`config.mk`:
```
export PLATFORM = sky130hd
export DESIGN_NAME = button_click_long_press_classifier
export DESIGN_NICKNAME = d
export VERILOG_FILES = /design/src/sv/bclp_pkg.sv /design/src/sv/button_click_long_press_classifier.sv
export SDC_FILE = /design/constraint.sdc
export NUM_CORES = 1
export LEC_CHECK = 0
export ABC_CLOCK_PERIOD_IN_PS = 7200
export BUFFER_PORTS_ARGS = -buffer_cell sky130_fd_sc_hd__buf_2
export CAP_MARGIN = 20
export CORE_ASPECT_RATIO = 0.6
export CORE_UTILIZATION = 45
export DETAILED_ROUTE_END_ITERATION = 12
export HOLD_SLACK_MARGIN = 0.06
export PLACE_DENSITY_LB_ADDON = 0.1
export SYNTH_ARGS = -nofsm -noshare
export SYNTH_HDL_FRONTEND = slang
export SYNTH_SLANG_ARGS = --single-unit
export TNS_END_PERCENT = 100
```
`constraint.sdc`:
```
create_clock -name aclk -period 7.2 [get_ports aclk]
set_input_delay 1.08 -clock aclk [delete_from_list [all_inputs] [get_ports aclk]]
set_output_delay 1.08 -clock aclk [all_outputs]
set_load 0.02 [all_outputs]
```
`src/sv/bclp_pkg.sv`:
```
package bclp_pkg;

    // width of stored timestamps; differences wrap modulo 2**TIME_BITS
    localparam int TIME_BITS_DEFAULT = 32;

    localparam int NOW_BITS    = 32;
    localparam int THRESH_BITS = 16;
    localparam int COUNT_BITS  = 8;

    localparam int IN_DATA_BITS  = 40;
    localparam int OUT_DATA_BITS = 16;

    localparam int APB_ADDR_BITS = 4;
    localparam int APB_DATA_BITS = 32;

    localparam logic [THRESH_BITS-1:0] LONG_PRESS_RESET = 16'd5000;
    localparam logic [THRESH_BITS-1:0] CLICK_GAP_RESET  = 16'd100;
    localparam logic [THRESH_BITS-1:0] DEBOUNCE_RESET   = 16'd10;

    localparam logic [COUNT_BITS-1:0] COUNT_MAX = 8'd255;

    // register index, taken from paddr[3:2]
    typedef enum logic [1:0] {
        REG_LONG_PRESS = 2'd0,
        REG_CLICK_GAP  = 2'd1,
        REG_DEBOUNCE   = 2'd2,
        REG_UNUSED     = 2'd3
    } reg_idx_t;

    typedef struct packed {
        logic                  long_press;
        logic                  clicks_ready;
        logic [COUNT_BITS-1:0] click_groups;
    } result_t;

endpackage

```
`src/sv/button_click_long_press_classifier.sv`:
```
// Push-button click and long-press classifier. Each request on the s_axis side is one
// sample of the button level with a wrapping millisecond timestamp, and each produces
// exactly one result on the m_axis side: a long-press flag, a click-group-ended flag and
// the number of clicks in that group. The block takes one sample per clock unless the output
// stalls it; a sample sits in an input register, is classified by a few subtract-and-compare
// paths against the stored press/release times, and lands in the result register. Both
// registers advance whenever the result register is empty or being taken, so a full rate
// stream flows with no bubbles. Thresholds are written over the APB port
// (0x0 long_press_ms, 0x4 click_gap_ms, 0x8 debounce_ms, 16 bits each) and must be
// written only while no sample is in flight; the block itself does not enforce this.
module button_click_long_press_classifier #(
    parameter int TIME_BITS = bclp_pkg::TIME_BITS_DEFAULT
) (
    input  logic                               aclk,
    input  logic                               aresetn,

    input  logic                               s_axis_tvalid,
    output logic                               s_axis_tready,
    // [0] button_pressed, [32:1] now_ms, [39:33] zero
    input  logic [bclp_pkg::IN_DATA_BITS-1:0]  s_axis_tdata,

    output logic                               m_axis_tvalid,
    input  logic                               m_axis_tready,
    // [0] long_press, [1] clicks_ready, [9:2] click_groups, [15:10] zero
    output logic [bclp_pkg::OUT_DATA_BITS-1:0] m_axis_tdata,

    input  logic                               psel,
    input  logic                               penable,
    input  logic                               pwrite,
    input  logic [bclp_pkg::APB_ADDR_BITS-1:0] paddr,
    input  logic [bclp_pkg::APB_DATA_BITS-1:0] pwdata,
    output logic [bclp_pkg::APB_DATA_BITS-1:0] prdata,
    output logic                               pready
);

    localparam int TB = bclp_pkg::THRESH_BITS;
    localparam int CB = bclp_pkg::COUNT_BITS;

    logic [TB-1:0] long_press_ms_reg;
    logic [TB-1:0] click_gap_ms_reg;
    logic [TB-1:0] debounce_ms_reg;

    logic                 in_valid_reg;
    logic                 in_level_reg;
    logic [TIME_BITS-1:0] in_now_reg;

    logic                 last_level_reg,   last_level_next;
    logic [TIME_BITS-1:0] press_time_reg,   press_time_next;
    logic [TIME_BITS-1:0] release_time_reg, release_time_next;
    logic [CB-1:0]        edge_count_reg,   edge_count_next;

    logic                 out_valid_reg;
    bclp_pkg::result_t    out_reg, out_next;

    logic                 advance;
    logic                 wr_en;
    bclp_pkg::reg_idx_t   wr_idx;
    logic [TIME_BITS-1:0] since_press;
    logic [TIME_BITS-1:0] since_release;
    logic [TIME_BITS-1:0] long_press_ext;
    logic [TIME_BITS-1:0] click_gap_ext;
    logic [TIME_BITS-1:0] debounce_ext;
    logic [CB-1:0]        count_bumped;
    logic [CB:0]          count_plus_one;

    // ---------------- configuration port ----------------
    assign pready = 1'b1;
    assign wr_en  = psel & penable & pwrite & pready;
    assign wr_idx = bclp_pkg::reg_idx_t'(paddr[3:2]);

    always_ff @(posedge aclk) begin
        if (!aresetn) begin
            long_press_ms_reg <= bclp_pkg::LONG_PRESS_RESET;
            click_gap_ms_reg  <= bclp_pkg::CLICK_GAP_RESET;
            debounce_ms_reg   <= bclp_pkg::DEBOUNCE_RESET;
        end else if (wr_en) begin
            case (wr_idx)
                bclp_pkg::REG_LONG_PRESS: long_press_ms_reg <= pwdata[TB-1:0];
                bclp_pkg::REG_CLICK_GAP:  click_gap_ms_reg  <= pwdata[TB-1:0];
                bclp_pkg::REG_DEBOUNCE:   debounce_ms_reg   <= pwdata[TB-1:0];
                default: ;
            endcase
        end
    end

    always_comb begin
        case (wr_idx)
            bclp_pkg::REG_LONG_PRESS: prdata = 32'(long_press_ms_reg);
            bclp_pkg::REG_CLICK_GAP:  prdata = 32'(click_gap_ms_reg);
            bclp_pkg::REG_DEBOUNCE:   prdata = 32'(debounce_ms_reg);
            default:                  prdata = '0;
        endcase
    end

    // ---------------- flow control ----------------
    assign advance       = !out_valid_reg || m_axis_tready;
    assign s_axis_tready = !in_valid_reg || advance;

    always_ff @(posedge aclk) begin
        if (!aresetn) begin
            in_valid_reg <= 1'b0;
        end else if (s_axis_tready) begin
            in_valid_reg <= s_axis_tvalid;
        end
    end

    always_ff @(posedge aclk) begin
        if (s_axis_tready && s_axis_tvalid) begin
            in_level_reg <= s_axis_tdata[0];
            in_now_reg   <= TIME_BITS'(s_axis_tdata[bclp_pkg::NOW_BITS:1]);
        end
    end

    // ---------------- classification ----------------
    assign since_press    = in_now_reg - press_time_reg;
    assign since_release  = in_now_reg - release_time_reg;
    assign long_press_ext = TIME_BITS'(long_press_ms_reg);
    assign click_gap_ext  = TIME_BITS'(click_gap_ms_reg);
    assign debounce_ext   = TIME_BITS'(debounce_ms_reg);
    assign count_bumped   = (edge_count_reg == bclp_pkg::COUNT_MAX) ?
                            edge_count_reg : edge_count_reg + 1'b1;
    assign count_plus_one = {1'b0, edge_count_reg} + 1'b1;

    always_comb begin
        last_level_next   = last_level_reg;
        press_time_next   = press_time_reg;
        release_time_next = release_time_reg;
        edge_count_next   = edge_count_reg;
        out_next          = '0;
        if (in_level_reg == last_level_reg) begin
            if (in_level_reg) begin
                out_next.long_press = (since_press >= long_press_ext);
            end else if (edge_count_reg != '0 && since_release > click_gap_ext) begin
                out_next.clicks_ready = 1'b1;
                out_next.click_groups = count_plus_one[CB:1];
                edge_count_next       = '0;
            end
        end else begin
            last_level_next = in_level_reg;
            if (in_level_reg) begin
                press_time_next = in_now_reg;
                if (since_release > debounce_ext) begin
                    edge_count_next = count_bumped;
                end
            end else begin
                release_time_next = in_now_reg;
                // only a short, debounced press counts as a click
                if (since_press > debounce_ext && since_press <= click_gap_ext) begin
                    edge_count_next = count_bumped;
                end
            end
        end
    end

    always_ff @(posedge aclk) begin
        if (!aresetn) begin
            last_level_reg   <= 1'b0;
            press_time_reg   <= '0;
            release_time_reg <= '0;
            edge_count_reg   <= '0;
        end else if (advance && in_valid_reg) begin
            last_level_reg   <= last_level_next;
            press_time_reg   <= press_time_next;
            release_time_reg <= release_time_next;
            edge_count_reg   <= edge_count_next;
        end
    end

    // ---------------- result register ----------------
    always_ff @(posedge aclk) begin
        if (!aresetn) begin
            out_valid_reg <= 1'b0;
        end else if (advance) begin
            out_valid_reg <= in_valid_reg;
        end
    end

    always_ff @(posedge aclk) begin
        if (advance && in_valid_reg) begin
            out_reg <= out_next;
        end
    end

    assign m_axis_tvalid = out_valid_reg;
    assign m_axis_tdata  = {6'b0, out_reg.click_groups, out_reg.clicks_ready,
                            out_reg.long_press};

endmodule

```
# Word level (Yosys, flattened, before mapping)
# Index checks and enable logic that the tools add are counted.
word_totals:
  reg_bits: 166
  output_inout_bits: 51
  elab_cells: 65
op_classes:
  addsub: 4
  magnitude_cmp: 5
  n_eq_ne: 7
  n_mux: 9
  bitwise_logic: 5
  reduce_logical: 21
ops:
  columns: ["op", "count"]
  rows:
  - ["$gt 32x16->1", 3]
  - ["$sub 32x32->32", 2]
  - ["$mux 8", 7]
  - ["$pmux 16 s3", 1]
  - ["$ge 32x16->1", 1]
  - ["$le 32x16->1", 1]
  - ["$reduce_and 2->1", 5]
  - ["$add 8x1->9 const B", 1]
  - ["$mux 9", 1]
  - ["$add 8x1->8 const B", 1]
  - ["$eq 8x8->1 const B", 1]
  - ["$reduce_bool 8->1", 1]
  - ["$reduce_and 3->1", 2]
  - ["$reduce_and 5->1", 1]
  - ["$logic_and 1x1->1", 4]
  - ["$ne 2x1->1 const B", 2]
  - ["$not 1->1", 3]
  - ["$reduce_bool 3->1", 1]
  - ["$reduce_or 3->1", 1]
  - ["$and 1x1->1", 2]
  - ["$eq 2x1->1 const B", 1]
  - ["$eq 2x2->1 const B", 1]
  - ["$logic_not 1->1", 2]
  - ["$logic_not 2->1", 1]
  - ["4 further kinds", 5]

# Depth between registers and ports, before layout
depth:
  ltp_word: 6
  depth_mapped: 22
  ltp_nobuf: 22

# Worst setup path before layout
# OpenSTA, ideal clock, no wires.
synth_path:
  path_kind: "reg-to-reg"
  startpoint: "register in_now_reg[8]"
  endpoint: "register edge_count_reg[2]"
  arrival_ps: 4371
  slack_ps: 2760
  stages_incl_launch_ff: 19
  path_cell_list: "edfxtp_1 -> ha_1 -> a211oi_1 -> nor2_1 -> nor3_2 -> nand2_1 -> a21oi_1 -> o21bai_1 -> a21oi_1 -> o21bai_1 -> xor2_1 -> ha_1 -> nand4_1 -> nor3_1 -> a221oi_1 -> or4_4 -> o41a_4 -> or4_1 -> a21oi_1"
synth_between:
  elab_chain_len: 5
  word_cells_on_any_way: 12
  cone_classes: "add/sub: 2; order compare: 4; eq/ne: 2; reduce/logical: 4"
synth_rtl:
  columns: ["item", "line_no", "rtl"]
  rows:
  - ["start: declaration", "button_click_long_press_classifier.sv:45", "logic [TIME_BITS-1:0] in_now_reg;"]
  - ["start signal: assignment", "button_click_long_press_classifier.sv:110", "in_now_reg <= TIME_BITS'(s_axis_tdata[bclp_pkg::NOW_BITS:1]);"]
  - ["$sub 32x32->32 (on tied branches)", "button_click_long_press_classifier.sv:116, button_click_long_press_classifier.sv:115", null]
  - ["$gt 32x16->1 (tied with other cells)", "button_click_long_press_classifier.sv:133", "end else if (edge_count_reg != '0 && since_release > click_gap_ext) begin"]
  - ["$logic_and 1x1->1 (on tied branches)", "button_click_long_press_classifier.sv:133, button_click_long_press_classifier.sv:148", null]
  - ["$ne 2x1->1 (no source line) or $reduce_bool 3->1 (tied branches)", null, null]
  - ["$reduce_and 5->1 (no source line) *", null, null]
  - ["end signal: assignment", "button_click_long_press_classifier.sv:165", "edge_count_reg <= edge_count_next;"]
  - ["end: declaration", "button_click_long_press_classifier.sv:50", "logic [CB-1:0] edge_count_reg, edge_count_next;"]
# Mark *: on every way between the ends. The rest lies on a longest branch, timed or not.
# A chain may end at the register's enable or synchronous reset.

# Worst setup path in the final report
layout_path:
  startpoint: "register in_now_reg[6]"
  endpoint: "register edge_count_reg[2]"
# The elaborated chain is that of the path after synthesis.

==> flow_summary.toml <==
[logic_synthesis]
synth_top_cells_by_area = "dfxtp_1 20%, ha_1 15%, edfxtp_1 11%"
netlist_area_um2 = 12200
synth_async_sr_flop_share_pct = 0
synth_ff_type = "dfxtp_1"
synthesis.area_per_instance_um2 = 7.90
netlist.area_leader.share_pct = 20.2
synth.ff_latch_count = 166
netlist_instances = 1545
ys_types = 84
synth-edff-count = 43
yosys_warnings = 0
synth_sequential_area_ratio_pct = 30.8
yosys.area.top_type = "dfxtp_1"

[finish]
mostFrequentLayoutCells = "296 x nand2_1, 188 x a21oi_1, 148 x ha_1"
layout.nets = 1830
post-route-cell-area_um2 = 13400
mostFrequentLayoutCell = "nand2_1"
layout.core_utilization_pct = 50.5
synthesis_to_finish_area_growth_pct = 9.76
ratio_of_cells_with_drive_above_1_in_the_final_layout_pct = 9.50
antenna_diode_count = 0

[timing]
total_count_of_hold_check_failures_in_the_final_report = 0
layout_min_cycle_time_ps = 5380
achievable-frequency_mhz = 186
setup_tns_ps = 0
rsz0062_at_grt = "no"
worst_clock_skew_ps = 10.9
max_slew.worst_pin.slew_ps = 855
layout_worst_path_cycle_share_pct = 74.7
final_max_slew_viol_count = 0
slew_headroom_pct = 43.0
finalSetupViolations = 0

[floorplan]
core-area_um2 = 26500
die_h_um = 130
die_width_um = 215
die_area_um2 = 27800
ios = 134
fp-row-count = 46
floorplan.initialDensity_pct = 46.0

[routing]
route.final.wire_length_um = 36200
routed_wire_per_std_cell_um = 18.4
drt.antenna.violating_nets = 0
route.detailed.drc = 0
drt-pass1-iter-count = 6
detailroute.via_count = 11100
viasPerCell = 5.66
drt_iter0_markers = 1091

[power_and_ir_drop]
clock_power_share_pct = 36.5
worst_ir_drop_vdd_mv = 0.154
p_int_uw = 1700
p_per_area_nw_per_um2 = 190
combinationalPowerShare_pct = 23.7
p_switching_uw = 841
seqPwrFrac_pct = 39.8
power.share.switching_pct = 33.1
leakagePower_uw = 0.00517

[cts]
total_number_of_clock_tree_sinks = 166
cts.repair_timing.setup_buffer_count = 0
cts.hold.buffers_added = 0
total_number_of_h_tree_levels = 4
clock_tree.buffer_depth = 2
cts.clk_slew.worst_paths_ps = 80
cts_buffers = 17
latest_clock_arrival_within_the_worst_skew_pair_ps = 460
cts_root_buf = "clkbuf_16"
post_cts_resize_count = 0
clock_tree_from_tritoncts = "done"

[global_route]
antenna_found_initial = 0
grt_start_max_net_pins = 58
grt_pass1_vias = 9881
grt_pass1_wl_um = 56600
grt-ovfl-total = 0
grt.total_usage_pct = 26.5

[critical_path]
worstPathRequired_ps = 7590
crit_path_start_kind = "flip-flop"
peak_fanout_along_the_critical_path = 9
critical_path.endpoint_type = "flip-flop"
ff2ff_path_depth = 15
path_cells = "ha_1 > a21oi_1 > nand2b_1 > o21ai_0 > o21ai_0 > xor2_1 > ha_1 > and4_1 > nand4_1 > a211o_1 > a21oi_1 > o211ai_1 > a31o_2 > or4_1 > a21oi_1"
cp_common_cell = "a21oi_1"
timing.critical_path.slowest_stage_cell = "edfxtp_1"
timing.reg2reg.setup_slack_ps = 1820
timing_worst_setup_path_type = "reg -> reg"
worst_r2r_startpoint = "in_now_reg[6]$_DFFE_PP_"
timing.critical_path.slowest_cell_delay_ps = 510
cp_data_arrival_time_ps = 5760
r2r-end = "edge_count_reg[2]$_SDFFE_PN0P_"

[worst_hold_path]
hold_path.startpoint = "press_time_reg[20]$_SDFFE_PN0P_"
hold_end = "press_time_reg[20]$_SDFFE_PN0P_"
timing.hold.worst_path_depth = 2
hold_path_class = "reg -> reg"

[placement]
placed_cell_area_um2 = 12800
gp_congestion = 0.897
hpwl_dp_um = 28400
port_buffers = 85

[flow_run]
max-cap-violations = 0

[status]
status = "finished, final reports clean"
critical path, delay by kind of cell, from the launching register on:
family / cells / cell delay [ps]
AO/OA/AOI/OAI: 8 / 2450
adder cells (fa/ha/maj): 2 / 650
flip-flops: 1 / 510
XOR/XNOR: 1 / 500
AND/OR/NAND/NOR: 4 / 1180
synthesized netlist by cell type (all sizes together) (4+ instances only):
master and n:
nor3b 5, o22ai 6, and4 4, a21o 34, xor2 26, a211oi 11, nand4 28, o21bai 7
a31oi 10, nor4 12, o211ai 22, o31ai 7, nand2b 13, and3 7, nor2 71, buf 32
nor2b 13, o21ai 70, nand3 21, xnor2 25, dfxtp 123, nand2 296, ha 148, clkbuf 50
o2111ai 7, nor3 20, a2111oi 4, o21a 18, a211o 5, mux2i 21, and2 9, inv 130
edfxtp 43, a21oi 188, or3 5
layout make-up:
class / count / area (um^2)
clock buffers: 18 / 439
clock inverters: 14 / 136
fillers: 2588 / 13100
inverters: 130 / 489
multi-input cells: 1187 / 7620
flip-flops and latches: 166 / 3750
well taps: 360 / 450
repair buffers: 95 / 498
layer usage:
| layer | routed length (um) | GRT usage [%] | vias up | share of wire [%] |
|---|---|---|---|---|
| met5 | 0 | 0 | - | 0 |
| met4 | 331 | 6.26 | 0 | 0.91 |
| met3 | 3380 | 6.13 | 26 | 9.3 |
| met2 | 13000 | 33.5 | 428 | 36 |
| met1 | 19500 | 43.0 | 5186 | 54 |
| li1 | - | - | 5505 | - |
power by group through the flow:
stage	clock, uW	combinational, uW	sequential (uW)
after global placement	0	578	1030
final	928	602	1010
after detailed placement	0	585	1030
after floorplan	0	427	1020
after CTS	941	590	1010
after global routing	977	667	1010
metrics by stage:
stage	total power (uW)	cells	hold WS (ps)	worst slack (ps)
after floorplan	1450	1566	436	2760
after global placement	1610	1937	441	2050
after detailed placement	1620	1937	446	2000
after CTS	2540	1969	456	1970
after global routing	2660	1970	468	1590
final	2540	1970	456	1820
cell families (layout without fill, tap and decap cells):
group                    count (synthesis)  after routing  synth area share (%)
AO/OA/AOI/OAI                          425            425                  21.7
XOR/XNOR                                51             51                  3.66
adder cells (fa/ha/maj)                150            150                  15.5
buffers and inverters                  213            257                  7.48
flip-flops                             166            166                  30.8
multiplexers                            21             21                  1.72
other                                    2             23                0.0616
AND/OR/NAND/NOR                        517            517                  19.1
how the worst max path moves through the flow:
stage	from	to	depth (start not counted)
3_3_place_gp	in_now_reg[0]$_DFFE_PP_	edge_count_reg[4]$_SDFFE_PN0P_	17
3_5_place_dp	in_now_reg[6]$_DFFE_PP_	edge_count_reg[2]$_SDFFE_PN0P_	15
6_report	in_now_reg[6]$_DFFE_PP_	edge_count_reg[2]$_SDFFE_PN0P_	15
2_1_floorplan	in_now_reg[8]$_DFFE_PP_	edge_count_reg[2]$_SDFFE_PN0P_	18
4_1_cts	in_now_reg[6]$_DFFE_PP_	edge_count_reg[2]$_SDFFE_PN0P_	15
5_1_grt	in_now_reg[1]$_DFFE_PP_	edge_count_reg[3]$_SDFFE_PN0P_	20
(Power assumes the default switching activity.)
